`src/hw/rtl/fmg_pkg.sv`:
```
package fmg_pkg;

  localparam int MAX_SLICES_DEF = 256;
  localparam int ANGLE_BITS_DEF = 16;

  localparam int CFG_IDX_W = 3;
  localparam int CFG_DATA_W = 24;

  typedef enum logic [CFG_IDX_W-1:0] {
    REG_RADIUS,
    REG_HEIGHT,
    REG_TAPER,
    REG_SLICE_COUNT,
    REG_SOLID_CAPS,
    REG_TEX_ENABLE
  } reg_idx_t;

  localparam logic [1:0] KIND_VERTEX   = 2'd0;
  localparam logic [1:0] KIND_TRIANGLE = 2'd1;
  localparam logic [1:0] KIND_TEXCOORD = 2'd2;
  localparam logic [1:0] KIND_TEXTRI   = 2'd3;

  // q30 fixed point
  localparam logic [30:0] ONE30       = 31'h4000_0000;
  localparam logic [30:0] HALF_PI_Q30 = 31'd1686629713;

  localparam logic [31:0] COORD_ONE  = 32'h0001_0000;
  localparam logic [31:0] COORD_HALF = 32'h0000_8000;

  // horner divisors, innermost term first
  localparam int SIN_CELLS = 4;
  localparam int COS_CELLS = 5;
  localparam int SIN_DIV [SIN_CELLS] = '{72, 42, 20, 6};
  localparam int COS_DIV [COS_CELLS] = '{90, 56, 30, 12, 2};

  typedef struct packed {
    logic [7:0]  idx;
    logic [16:0] uu;
    logic [1:0]  quad;
    logic        fold;
    logic [29:0] x;
    logic        cn;
    logic        sn;
    logic [16:0] cu;
    logic [16:0] cv;
  } ctx_t;

  typedef enum logic [4:0] {
    E_CTR_BOT,
    E_CTR_TOP,
    E_CTR_TEX,
    E_VTX_BOT,
    E_VTX_TOP,
    E_SIDE0,
    E_SIDE1,
    E_CAP0,
    E_CAP1,
    E_TEX_LO,
    E_TEX_HI,
    E_TTRI0,
    E_TTRI1,
    E_TEX_CAP,
    E_TTRI2,
    E_TTRI3,
    E_SEAM_LO,
    E_SEAM_HI,
    E_SEAM_MID
  } entry_t;

  localparam int NUM_ENTRIES = 19;

endpackage

```
`src/hw/rtl/fmg_horner_cell.sv`:
```
module fmg_horner_cell #(
  parameter int DIVISOR = 2
) (
  input  logic        clk,
  input  logic        en,
  input  logic [30:0] acc_in,
  input  logic [29:0] x2_in,
  output logic [30:0] acc_out,
  output logic [29:0] x2_out
);

  // exact reciprocal for dividends below 2^31
  localparam int SHIFT = 31 + $clog2(DIVISOR);
  localparam logic [31:0] MAGIC =
    32'(((64'd1 << SHIFT) + 64'(DIVISOR) - 64'd1) / 64'(DIVISOR));

  logic [60:0] prod_a;
  logic [61:0] prod_b;
  logic [29:0] v_r;
  logic [29:0] q_r;
  logic [29:0] x2a_r;
  logic [29:0] x2b_r;

  assign prod_a = 61'(x2_in) * 61'(acc_in);
  assign prod_b = 62'(v_r) * 62'(MAGIC);

  always_ff @(posedge clk) begin
    if (en) begin
      v_r   <= prod_a[59:30];
      x2a_r <= x2_in;
      q_r   <= 30'(prod_b >> SHIFT);
      x2b_r <= x2a_r;
    end
  end

  assign acc_out = fmg_pkg::ONE30 - {1'b0, q_r};
  assign x2_out  = x2b_r;

endmodule

```
`config.mk`:
```
export PLATFORM = sky130hd
export DESIGN_NAME = fmg_horner_cell
export DESIGN_NICKNAME = d
export VERILOG_FILES = /design/src/hw/rtl/fmg_pkg.sv /design/src/hw/rtl/fmg_horner_cell.sv
export SDC_FILE = /design/constraint.sdc
export NUM_CORES = 2
export LEC_CHECK = 0
export ABC_AREA = 1
export BUFFER_PORTS_ARGS = -buffer_cell sky130_fd_sc_hd__buf_2
export CORE_MARGIN = 4
export CORE_UTILIZATION = 24
export DETAILED_ROUTE_END_ITERATION = 8
export HOLD_SLACK_MARGIN = 0.05
export PLACE_DENSITY_LB_ADDON = 0.3
export SETUP_SLACK_MARGIN = 0.5
export SYNTH_ARGS = -nofsm -noshare
export SYNTH_HDL_FRONTEND = slang
export SYNTH_SLANG_ARGS = --single-unit
```
`constraint.sdc`:
```
create_clock -name clk -period 8 [get_ports clk]
set_input_delay 0.8 -clock clk [delete_from_list [all_inputs] [get_ports clk]]
set_output_delay 0.8 -clock clk [all_outputs]
set_load 0.01 [all_outputs]
```
==> qor.tcl <==
set qor(skew_ns) 0.01995
set qor(finalSetupViolations) 0
set qor(synthesis.area_um2) 36170
set qor(synth_fp_nets) 5683
set qor(synth_seq_cells) 118
set qor(r2r_cells) 0
set qor(most-common-layout-cells) {sky130_fd_sc_hd__inv_1, sky130_fd_sc_hd__nand2_1, sky130_fd_sc_hd__fa_1, sky130_fd_sc_hd__ha_1, sky130_fd_sc_hd__nor2_1}
set qor(synth_cell_type_count) 38
set qor(drt_pass1_iterations) 5
set qor(max-cap-violations) 0
set qor(routed_wire_length_per_instance_um) 16.15
set qor(cts_num_sinks) 118
set qor(fin_setup_tns_ns) 0
set qor(n_fill_cell) 16370
set qor(design.portCount) 124
set qor(worst_setup_hold_path_clk_slew_ns) 0.09
set qor(timing.final.max_slew_violations) 0
set qor(post_detailed_routing_wire_length_um) 107500
set qor(critPathArrivalTime_ns) 7.50
set qor(drive_above_1_share_pct) 5.975
set qor(ys_async_sr_fraction_pct) 0
set qor(outcome) {finished, final reports clean}
set qor(yosys_warnings) 0
set qor(drt_via_density) 4.094
set qor(grtUsageTotal_pct) 14.24
set qor(timing.fmax_mhz) 137.7
set qor(crit_type) {in -> reg}
set qor(grt_first_pass_wirelength_um) 172900
set qor(final_antenna_net_count) 0
set qor(tritoncts.num_buffers) 17
set qor(critical_path_peak_fanout) 13
set qor(die_area_um2) 157000
set qor(antenna_found_initial) 6
set qor(timing.hold.worst_endpoint) {x2_out[13]$_DFFE_PP_}
set qor(worst-slew-pin-transition_ns) 0.8682
set qor(cts_resized) 0
set qor(crit_path_start_kind) {primary input}
set qor(via_count_of_the_first_global_routing_pass) 30080
set qor(detail_route.drc_violations) 0
set qor(port_buffers) 123
set qor(worst_r2r_startpoint) {v_r[1]$_DFFE_PP_}
set qor(syn_to_final_growth_pct) 10.59
set qor(timing.slew.headroom_pct) 42.12
set qor(hold_path_startpoint) {x2a_r[13]$_DFFE_PP_}
set qor(initialDrtViolationCount) 1498
set qor(worstHoldPathCells) 0
set qor(final_net_count) 5733
set qor(rows) 142
set qor(half_perimeter_wire_length_after_placement_um) 92800
set qor(reg2reg_setup_slack_ns) 7.12
set qor(clock_path_buffers) 2
set qor(timing.critical_path.cells) {buf_2 > buf_4 > nand2_1 > fa_1 > fa_1 > fa_1 > fa_1 > inv_1 > fa_1 > fa_1 > fa_1 > inv_1 > fa_1 > inv_1 > ha_1 > nand2_1 > nor2_1 > inv_1 > o21ai_0 > a21oi_1 > nand2_1 > nand2_1 > nand3_1 > nand2_1}
set qor(cts.hold.buffers_added) 0
set qor(rsz_0062_raised_after_global_routing) {true}
set qor(rr_endpoint) {q_r[0]$_DFFE_PP_}
set qor(cpMaxStageDelayCell) {sky130_fd_sc_hd__fa_1}
set qor(cpMostUsedCell) {sky130_fd_sc_hd__fa_1}
set qor(post_cts_buffers) 0
set qor(critical_path_required_ns) 8.24
set qor(post-route-period-util_pct) 90.80
set qor(h-tree-depth) 4
set qor(floorplan.core_area_um2) 149800
set qor(place_congestion) 0.8636
set qor(mostFrequentLayoutCell) {sky130_fd_sc_hd__inv_1}
set qor(yosys_most_used_dff) {sky130_fd_sc_hd__edfxtp_1}
set qor(kind_of_capture_point_of_the_worst_setup_path) {flip-flop}
set qor(worst_path_largest_cell_delay_ns) 0.60
set qor(grt_overflow) 0
set qor(routed-via-count) 27250
set qor(synth_seq_area_share_pct) 9.796
set qor(pin_count_of_the_biggest_net_entering_global_routing) 67
set qor(synth_area_per_cell_um2) 7.910
set qor(dieWidth_um) 396.2
set qor(starting_density_of_the_core_pct) 24.15
set qor(period_needed_ns) 7.264
set qor(tritoncts) {built}
set qor(hold_class) {reg -> reg}
set qor(worst_skew_pair.late_latency_ns) 0.52
set qor(synthesis.instances) 4573
set qor(synth-edff-count) 118
set qor(timing_hold_violations_final) 0
set qor(clock_tree.root_cell) {sky130_fd_sc_hd__clkbuf_16}
set qor(fp.dieH_um) 396.2
state kept, by name (all words and copies together) (netlist names):
| register | cells |
|---|---|
| q_r | 29 |
| x2a_r | 30 |
| x2_out | 30 |
| v_r | 29 |
stage by stage:
step / instance area (um2) / worst slack [ns] / cells / hold slack, ns / util, %
after global routing: 40000 / 0.4733 / 6653 / 0.4233 / 26.70
final: 40000 / 0.7358 / 6655 / 0.4117 / 26.71
after detailed placement: 39360 / 0.1762 / 6620 / 0.4045 / 26.28
after global placement: 39360 / 0.1867 / 6620 / 0.4013 / 26.28
after floorplan: 36170 / 1.193 / 4573 / 0.4003 / -
after CTS: 39970 / 0.7285 / 6652 / 0.4064 / 26.69
per-layer routing:
layer	vias to the layer above	global-route usage, %	wire [um]
li1	12770	-	-
met1	13840	19.75	50700
met2	533	23.56	50040
met3	101	1.902	4687
met4	2	3.362	2043
met5	-	0	13
cells in the mapped netlist (10+ instances only):
cell type	n	share of area, %
sky130_fd_sc_hd__a21oi_1	73	1.0
sky130_fd_sc_hd__nor3_1	14	0.19
sky130_fd_sc_hd__ha_1	241	8.3
sky130_fd_sc_hd__o21ai_0	34	0.47
sky130_fd_sc_hd__edfxtp_1	118	9.8
sky130_fd_sc_hd__clkbuf_1	176	1.8
sky130_fd_sc_hd__inv_1	1522	16
sky130_fd_sc_hd__fa_1	806	45
sky130_fd_sc_hd__nor2_1	144	1.5
sky130_fd_sc_hd__nand3_1	50	0.69
sky130_fd_sc_hd__nand2_1	1264	13
sky130_fd_sc_hd__nand4_1	17	0.29
sky130_fd_sc_hd__xor2_1	29	0.70
sky130_fd_sc_hd__inv_2	10	0.10
logic make-up (layout without fill, tap and decap cells):
group	Yosys count	after routing	share of synthesized area, %
XOR/XNOR	38	38	0.9201
adder cells (fa/ha/maj)	1047	1047	52.95
AO/OA/AOI/OAI	129	129	1.902
flip-flops	118	118	9.796
AND/OR/NAND/NOR	1523	1523	16.60
other	0	3	0
buffers and inverters	1718	1781	17.84
area by class of cell:
class	count	area (um2)	area share, %
Antenna cell	3	7.507	0.01877
Clock buffer	17	425.4	1.063
Clock inverter	15	185.2	0.4629
Inverter	1534	5758	14.39
Multi-Input combinational cell	2737	26180	65.44
Sequential cell	118	3543	8.858
Tap cell	2016	2522	6.306
Timing Repair Buffer	215	1384	3.459
worst max-delay path, delay by kind of cell:
kind                     cells  cell delay [ns]
adder cells (fa/ha/maj)      9             4.55
AND/OR/NAND/NOR              7             0.83
buffers and inverters        6             0.82
AO/OA/AOI/OAI                2             0.47
worst max path at each step:
stage / slack [ns] / from / cells past startpoint / to
final: 0.74 / x2_in[6] / 24 / v_r[18]$_DFFE_PP_
after global routing: 0.47 / x2_in[12] / 23 / v_r[21]$_DFFE_PP_
after CTS: 0.73 / x2_in[7] / 23 / v_r[18]$_DFFE_PP_
after detailed placement: 0.18 / x2_in[7] / 25 / v_r[21]$_DFFE_PP_
after global placement: 0.19 / x2_in[7] / 23 / v_r[18]$_DFFE_PP_
after floorplan: 1.19 / acc_in[26] / 25 / v_r[23]$_DFFE_PP_
Power is not shown: default switching activity piles up to over one toggle a cycle in this logic, so the estimate is an artifact.
