File: config.mk
export PLATFORM = sky130hd
export DESIGN_NAME = fmg_div_cell
export DESIGN_NICKNAME = d
export VERILOG_FILES = /design/src/hw/rtl/fmg_div_cell.sv
export SDC_FILE = /design/constraint.sdc
export NUM_CORES = 1
export LEC_CHECK = 0
export BUFFER_PORTS_ARGS = -buffer_cell sky130_fd_sc_hd__buf_2
export CAP_MARGIN = 10
export CORE_ASPECT_RATIO = 0.9
export CORE_UTILIZATION = 46
export CTS_CLUSTER_DIAMETER = 40
export CTS_CLUSTER_SIZE = 8
export DETAILED_ROUTE_END_ITERATION = 8
export PLACE_DENSITY = 0.79
export SYNTH_ARGS = -nofsm -noshare
export SYNTH_HDL_FRONTEND = slang
export SYNTH_SLANG_ARGS = --single-unit
File: constraint.sdc
create_clock -name clk -period 2.55 [get_ports clk]
set_input_delay 0.3825 -clock clk [delete_from_list [all_inputs] [get_ports clk]]
set_output_delay 0.3825 -clock clk [all_outputs]
set_load 0.01 [all_outputs]
File: src/hw/rtl/fmg_div_cell.sv
module fmg_div_cell #(
  parameter int SW = 9,
  parameter int FB = 17
) (
  input  logic          clk,
  input  logic          en,
  input  logic [SW-1:0] divisor,
  input  logic [SW-1:0] rem_in,
  input  logic [FB-1:0] quot_in,
  output logic [SW-1:0] rem_out,
  output logic [FB-1:0] quot_out
);

  logic [SW:0]   dbl;
  logic [SW:0]   diff;
  logic          ge;
  logic [SW-1:0] rem_r;
  logic [FB-1:0] quot_r;

  // one restoring step: one quotient bit per cell
  assign dbl  = {rem_in, 1'b0};
  assign diff = dbl - {1'b0, divisor};
  assign ge   = dbl >= {1'b0, divisor};

  always_ff @(posedge clk) begin
    if (en) begin
      rem_r  <= ge ? diff[SW-1:0] : dbl[SW-1:0];
      quot_r <= {quot_in[FB-2:0], ge};
    end
  end

  assign rem_out  = rem_r;
  assign quot_out = quot_r;

endmodule

==> impl_metrics.toml, run 1 <==
[synthesis]
synth_most_common_cell = "edfxtp_1"
synthArstFlopShare_pct = 0
yosysTopAreaCell = "edfxtp_1"
yosys-top-cells-count = "edfxtp_1 (26), inv_1 (10), ha_1 (9)"
synth_edf_count = 26
syn_area_um2 = 1380
yosys_most_used_dff = "edfxtp_1"
yosys-top-cells-area = "edfxtp_1 (57%), ha_1 (8.2%), mux2_4 (4.4%)"
ys_types = 35
ys_ff_latch = 26
yosysWarningCount = 0
synth_seq_area_share_pct = 56.8
syn_area_per_cell_um2 = 13.4
synth_top_area_share_pct = 56.8
synth_nets = 150
synthCells = 103

[clock_tree]
ctsHoldBuffers = 0
h-tree-depth = 1
clkSlewWorstSetupHoldPaths_ns = 0.12
post_cts_resized = 0
cts_made_buffers = 3
cts_root_buf = "clkbuf_4"
cts_tree = "yes"
cts_setup_buffers = 0
clk_path_buf_depth = 2
clock_sinks = 26

[grt]
grt_pass1_wl_mm = 4.00
grt_usage_pct = 17.0
grt_overflow = 0
grt_max_degree = 27
antenna_found_initial = 0
grt_pass1_vias = 955

[power_and_ir_drop]
leakagePower_nw = 0.814
pwr_density_cell_nw_per_um2 = 544
irDropWorstVdd_mv = 0.195

[detailed_routing]
first_pass_iters = 4
drc = 0
drt_wl_total_mm = 2.55
drt-vias-per-instance = 4.91
antenna_left = 0
drtIter0Drc = 8
vias = 1021
wl_per_cell_um = 12.3

[floorplanning]
start_util_pct = 49.2
die-height_um = 53.9
fp.dieW_um = 59.6
ios = 63
fp-row-count = 18
core_area_um2 = 2790
die_area_um2 = 3210

[min_path]
holdPathStages = 1
min_from = "quot_in[3]"
hold_path_end = "quot_out[4]"
min_path_type = "primary input to flop"

[setup_path]
critical_path_required_ns = 2.62
end_kind = "flop"
crit_path_frequent_cell = "ha_1"
path_class = "primary input to flop"
cp.arrival_ns = 2.17
cp_cell_sequence = "buf_2 -> inv_1 -> ha_1 -> ha_1 -> and3_1 -> nand3_1 -> nor4b_4 -> or2_4 -> inv_4 -> mux2_4"
start_kind = "primary input"
critPathSlowestCell = "ha_1"
path_max_fanout = 5
cpPeakStageDelay_ns = 0.30

[sta]
max_slew.worst_pin.slew_ns = 0.552
max_freq_mhz = 475
finalHoldViolCount = 0
slew_viol_final = 0
fin_crit_sh_pct = 82.5
setup_viol = 0
tns_ns = 0
period_minus_slack_ns = 2.10
whs_ns = 0.246
slew_headroom_pct = 63.2
rsz0062_at_grt = "false"

[final_layout]
area_growth_pct = 28.0
drive_above_1_share_pct = 45.8
final_nets = 217
diodes = 0
fillers = 247

[status]
status = "completed"

[place]
port_buffers = 61
gp_congestion = 0.784
place_hpwl_mm = 2.07

[run]
cap_violations = 0
==> cell type report <==
| cell class | instances | area (um2) | share of cell area (%) |
|---|---|---|---|
| inverter | 11 | 43.8 | 2.49 |
| multi-input combinational | 66 | 551 | 31.3 |
| timing repair buffer | 62 | 313 | 17.8 |
| tap | 40 | 50.0 | 2.84 |
| sequential | 26 | 781 | 44.3 |
| clock buffer | 3 | 22.5 | 1.28 |
==> where the power goes <==
part           internal (mW)  switching [mW]  total, mW  leakage [nW]
clock network         0.0551           0.104      0.159        0.0138
logic                  0.127           0.136      0.263         0.546
registers              0.527         0.00963      0.536         0.254
==> state kept, by name (all words and copies together) (netlist names) <==
register and cells:
quot_out 17, rem_out 9
==> logic make-up after synthesis <==
logic type               synth area share (%)
adder cells (fa/ha/maj)                  9.65
AND/OR/NAND/NOR                          12.1
XOR/XNOR                                 3.19
AO/OA/AOI/OAI                            10.7
flip-flops                               56.8
multiplexers                             4.37
buffers and inverters                    3.19
==> routing by layer <==
layer	up-vias	wire length (um)	track usage, %	share of wire [%]
met5	-	0	0	0
met4	0	17	7.36	0.67
met3	2	193	2.40	7.6
met2	48	1220	31.6	48
met1	458	1120	19.5	44
li1	513	-	-	-
==> cells in the final DEF, fill, tap and decap left out, drive strengths merged, types with 2 or more instances in the layout <==
cell type / n
a21o: 3
a21oi: 7
buf: 62
clkbuf: 3
edfxtp: 26
ha: 9
inv: 11
mux2: 4
nand2: 3
nand2b: 2
nand3b: 2
nor2: 5
o21a: 2
o21ai: 7
or2: 2
xnor2: 3
xor2: 2
==> how the worst max path moves through the flow <==
stage               start          to  slack (ns)
6_report       divisor[1]  rem_out[3]        0.45
5_1_grt        divisor[1]  rem_out[3]        0.36
4_1_cts        divisor[1]  rem_out[4]        0.45
3_5_place_dp   divisor[1]  rem_out[3]        0.11
3_3_place_gp   divisor[1]  rem_out[6]        0.17
2_1_floorplan  divisor[1]  rem_out[3]        0.41
==> stage by stage <==
stage / setup slack (ns) / utilization (%) / std cells / area [um2] / power [mW]
after floorplan: 0.409 / - / 103 / 1380 / 0.707
after global placement: 0.168 / 62.2 / 205 / 1740 / 0.803
after detailed placement: 0.115 / 62.2 / 205 / 1740 / 0.811
after CTS: 0.454 / 63.0 / 208 / 1760 / 0.970
after global routing: 0.361 / 63.0 / 208 / 1760 / 1.01
final: 0.445 / 63.0 / 208 / 1760 / 0.958
==> critical path: cells and delay by family <==
kind | cells | cell delay (ns)
simple gates | 4 | 0.82
mux | 1 | 0.29
fa+ha+maj | 2 | 0.48
buf+inv | 3 | 0.20
Note: power is estimated with default switching activity, not from simulation.
==> run 2: changes to the inputs <==
- CORE_UTILIZATION: 46 -> 42
- PLACE_DENSITY: 0.79 -> 0.76
- clock period: 2.55 -> 1.8 ns (I/O delays scaled with it)
==> impl_metrics.toml, run 2 (synthesized netlist as in run 1, its figures left out) <==
[sta]
whs_ns = 0.133
max_freq_mhz = 568
rsz0062_at_grt = "false"
setup_viol = 0
period_minus_slack_ns = 1.76
slew_headroom_pct = 63.9
setup_slack_ns = 0.0398
slew_viol_final = 0
finalHoldViolCount = 0
fin_crit_sh_pct = 97.8
max_slew.worst_pin.slew_ns = 0.542

[place]
place_inst = 229
port_buffers = 61
place_hpwl_mm = 2.27
postPlaceCellArea_um2 = 1990
gp_congestion = 0.838
pre_cts_slack_ns = -0.353

[power_and_ir_drop]
p_sw_mw = 0.381
pwr_density_cell_nw_per_um2 = 708
power_frac_seq_pct = 52.3
irDropWorstVdd_mv = 0.316
netSwitchingFraction_pct = 26.2
p_int_mw = 1.07
leakagePower_nw = 0.927
power_frac_clock_pct = 15.7
pwr-share-comb_pct = 32.0

[floorplanning]
ios = 63
fp.dieW_um = 62.3
start_util_pct = 44.5
core_area_um2 = 3090
fp-row-count = 19
die-height_um = 56.3
die_area_um2 = 3510

[setup_path]
cp.arrival_ns = 1.83
end_kind = "flop"
start_kind = "primary input"
path_class = "primary input to flop"
path_max_fanout = 5
critical_path_required_ns = 1.87

[detailed_routing]
antenna_left = 0
drt-vias-per-instance = 4.76
first_pass_iters = 4
drc = 0
wl_per_cell_um = 11.7
vias = 1110
drt_wl_total_mm = 2.72
drtIter0Drc = 55

[clock_tree]
cts_made_buffers = 3
cts_setup_buffers = 0
cts_root_buf = "clkbuf_4"
clock_sinks = 26
ctsHoldBuffers = 0
h-tree-depth = 1
clkSlewWorstSetupHoldPaths_ns = 0.12
cts_tree = "yes"
clk_path_buf_depth = 2

[final_layout]
layout_commonest_cell = "buf_2"
layoutNonFillerInstCount = 233
final_nets = 239
area_growth_pct = 49.0
final_cell_area_um2 = 2050
fillers = 256
largest_reg_flops = 17
diodes = 0
final_cell_mix = "buf_2 (59), edfxtp_1 (26), buf_4 (25)"
drive_above_1_share_pct = 58.1

[min_path]
min_from = "quot_in[5]"
hold_path_end = "quot_out[6]"
min_path_type = "primary input to flop"
holdPathStages = 1

[grt]
grt_pass1_wl_mm = 4.60
grt_max_degree = 27
grt_pass1_vias = 1046
antenna_found_initial = 0
grt_usage_pct = 16.8
grt_overflow = 0

[status]
status = "completed"

[run]
cap_violations = 0
run 2: what timing repair did:
item | in CTS | in global routing
hold endpoints to repair | 0 | 0
resized for setup | 2 | 5
endpoints found under the setup margin | 4 | 5
pin swaps | 1 | 2
run 2: cell type report:
type                       instances  area, um2  area share, %
tap                               42       52.6           2.56
clock buffer                       3       22.5           1.10
timing repair buffer              84        483           23.6
sequential                        26        781           38.1
clock inverter                     1       3.75          0.183
multi-input combinational         66        661           32.2
inverter                          11       46.3           2.26
run 2: metal layers:
layer | wire, um | GRT usage, % | up-vias | share of wire, %
li1 | - | - | 560 | -
met1 | 1230 | 22.6 | 499 | 45
met2 | 1270 | 26.8 | 49 | 47
met3 | 206 | 3.25 | 2 | 7.6
met4 | 19 | 6.98 | 0 | 0.70
met5 | 0 | 0 | - | 0
run 2: power by group through the flow:
stage	Sequential (mW)	Combinational [mW]	Clock (mW)
2_1_floorplan	0.814	0.211	0
3_3_place_gp	0.773	0.445	0
3_5_place_dp	0.774	0.455	0
4_1_cts	0.760	0.459	0.238
5_1_grt	0.764	0.508	0.269
6_report	0.759	0.465	0.228
run 2: worst max-delay path by stage:
stage	startpoint	to	slack [ns]	cells after the start
finish	divisor[1]	rem_out[5]	0.04	10
global route	rem_in[2]	rem_out[5]	0.004	8
CTS	divisor[1]	rem_out[5]	0.009	10
detailed placement	divisor[1]	rem_out[5]	-0.35	10
global placement	divisor[1]	rem_out[3]	-0.29	10
floorplan	divisor[0]	rem_out[3]	-0.15	7
run 2: per-stage QoR:
step	power (mW)	utilization, %	TNS (ns)
after global placement	1.22	64.3	-1.90
after floorplan	1.02	-	-0.588
after CTS	1.46	65.5	0
after global routing	1.54	66.3	0
final	1.45	66.3	0
after detailed placement	1.23	64.3	-2.33
run 2: critical path, cell delays in order:
cell and delay, ns:
buf_4 0.10, inv_2 0.04, ha_4 0.27, ha_4 0.12, and3_4 0.18, nand3_4 0.06
nor4b_4 0.13, or2_4 0.27, inv_6 0.08, mux2_4 0.29
==> run 3: changes to the inputs <==
- REMOVE_ABC_BUFFERS: default -> 1
- SKIP_LAST_GASP: default -> 1
==> impl_metrics.toml, run 3 (synthesized netlist as in run 1, its figures left out) <==
[sta]
rsz0062_at_grt = "false"
finalHoldViolCount = 0
slew_headroom_pct = 63.2
fin_crit_sh_pct = 97.9
slew_viol_final = 0
max_slew.worst_pin.slew_ns = 0.552
period_minus_slack_ns = 1.76
setup_viol = 0
max_freq_mhz = 567

[setup_path]
path_max_fanout = 4
path_class = "primary input to flop"
startpoint = "rem_in[0]"
cp.arrival_ns = 1.89
critical_path_required_ns = 1.92
start_kind = "primary input"
end_kind = "flop"

[place]
port_buffers = 61
place_hpwl_mm = 2.48
postPlaceCellArea_um2 = 1930
place_inst = 232
gp_congestion = 0.813

[floorplanning]
core_area_um2 = 3090
ios = 63
die-height_um = 56.3
fp.dieW_um = 62.3
die_area_um2 = 3510
start_util_pct = 44.5
fp-row-count = 19

[status]
status = "completed"

[detailed_routing]
antenna_left = 0
drc = 0
first_pass_iters = 5
drt-vias-per-instance = 4.85
vias = 1149
drt_wl_total_mm = 3.03
drtIter0Drc = 65
wl_per_cell_um = 12.8

[final_layout]
largest_reg_flops = 17
area_growth_pct = 48.2
multiInputGateArea_um2 = 616
final_cell_mix = "buf_2 (59), buf_4 (28), edfxtp_1 (26)"
fillers = 251
ff_latch_area_um2 = 781
final_nets = 243
diodes = 0
layoutNonFillerInstCount = 237
drive_above_1_share_pct = 57.4
layout_commonest_cell = "buf_2"
final_cell_area_um2 = 2040

[clock_tree]
h-tree-depth = 1
ctsHoldBuffers = 0
cts_made_buffers = 3
cts_root_buf = "clkbuf_4"
clock_sinks = 26
cts_tree = "yes"
clkSlewWorstSetupHoldPaths_ns = 0.12
clk_path_buf_depth = 2

[power_and_ir_drop]
leakagePower_nw = 0.947
p_sw_mw = 0.388
netSwitchingFraction_pct = 26.6
power_frac_seq_pct = 52.1
p_int_mw = 1.07
pwr_density_cell_nw_per_um2 = 716
irDropWorstVdd_mv = 0.340
pwr-share-comb_pct = 32.2
power_frac_clock_pct = 15.7

[grt]
grt_max_degree = 27
grt_overflow = 0
grt_pass1_wl_mm = 4.95
antenna_found_initial = 0
grt_usage_pct = 18.4
grt_pass1_vias = 1140

[run]
cap_violations = 0

[min_path]
min_path_type = "primary input to flop"
min_from = "quot_in[5]"
[run 3: final timing paths]
path,to,slack [ns],cells after the start
setup / recovery,rem_out[7],0.04,9
hold / removal,quot_out[6],0.13,1
[run 3: layout make-up]
class	count	share of cell area, %
Sequential cell	26	38.3
Clock inverter	1	0.184
Multi-Input combinational cell	66	30.2
Inverter	11	2.27
Clock buffer	3	1.10
Tap cell	42	2.58
Timing Repair Buffer	88	25.4
[run 3: what timing repair did]
action                                  in CTS  in global routing
cloned                                       0                  0
buffers inserted                             0                  1
pin swaps                                    3                  4
endpoints found under the setup margin       5                  5
endpoints found under the hold margin        0                  0
resized for setup                           11                  3
[run 3: stage by stage]
step | worst slack, ns | hold WS [ns] | utilization [%] | setup TNS [ns] | power, mW
2_1_floorplan | -0.228 | 0.369 | - | -0.949 | 1.00
3_5_place_dp | -0.417 | 0.449 | 62.4 | -3.26 | 1.22
4_1_cts | 0.0262 | 0.115 | 65.2 | 0 | 1.47
3_3_place_gp | -0.335 | 0.447 | 62.4 | -2.41 | 1.20
5_1_grt | 0.0260 | 0.101 | 66.0 | 0 | 1.55
6_report | 0.0373 | 0.133 | 66.0 | 0 | 1.46
[run 3: critical path: stages]
cell and delay, ns:
buf_4 0.13, ha_4 0.27, ha_4 0.12, and3_4 0.18
nand3_2 0.09, nor4b_4 0.14, or2_4 0.25, buf_4 0.15
o31ai_1 0.28
[run 3: power groups by stage]
| stage | Combinational [mW] | Sequential [mW] | Clock (mW) |
|---|---|---|---|
| 3_3_place_gp | 0.426 | 0.773 | 0 |
| 6_report | 0.470 | 0.760 | 0.230 |
| 4_1_cts | 0.463 | 0.762 | 0.246 |
| 5_1_grt | 0.512 | 0.768 | 0.267 |
| 2_1_floorplan | 0.188 | 0.814 | 0 |
| 3_5_place_dp | 0.442 | 0.776 | 0 |
[run 3: metal layers]
metal / track usage, % / vias to the layer above / wire (um)
met4: 7.64 / 0 / 17
met3: 3.86 / 2 / 213
met2: 34.9 / 50 / 1570
met5: 0 / - / 0
li1: - / 569 / -
met1: 19.7 / 528 / 1220
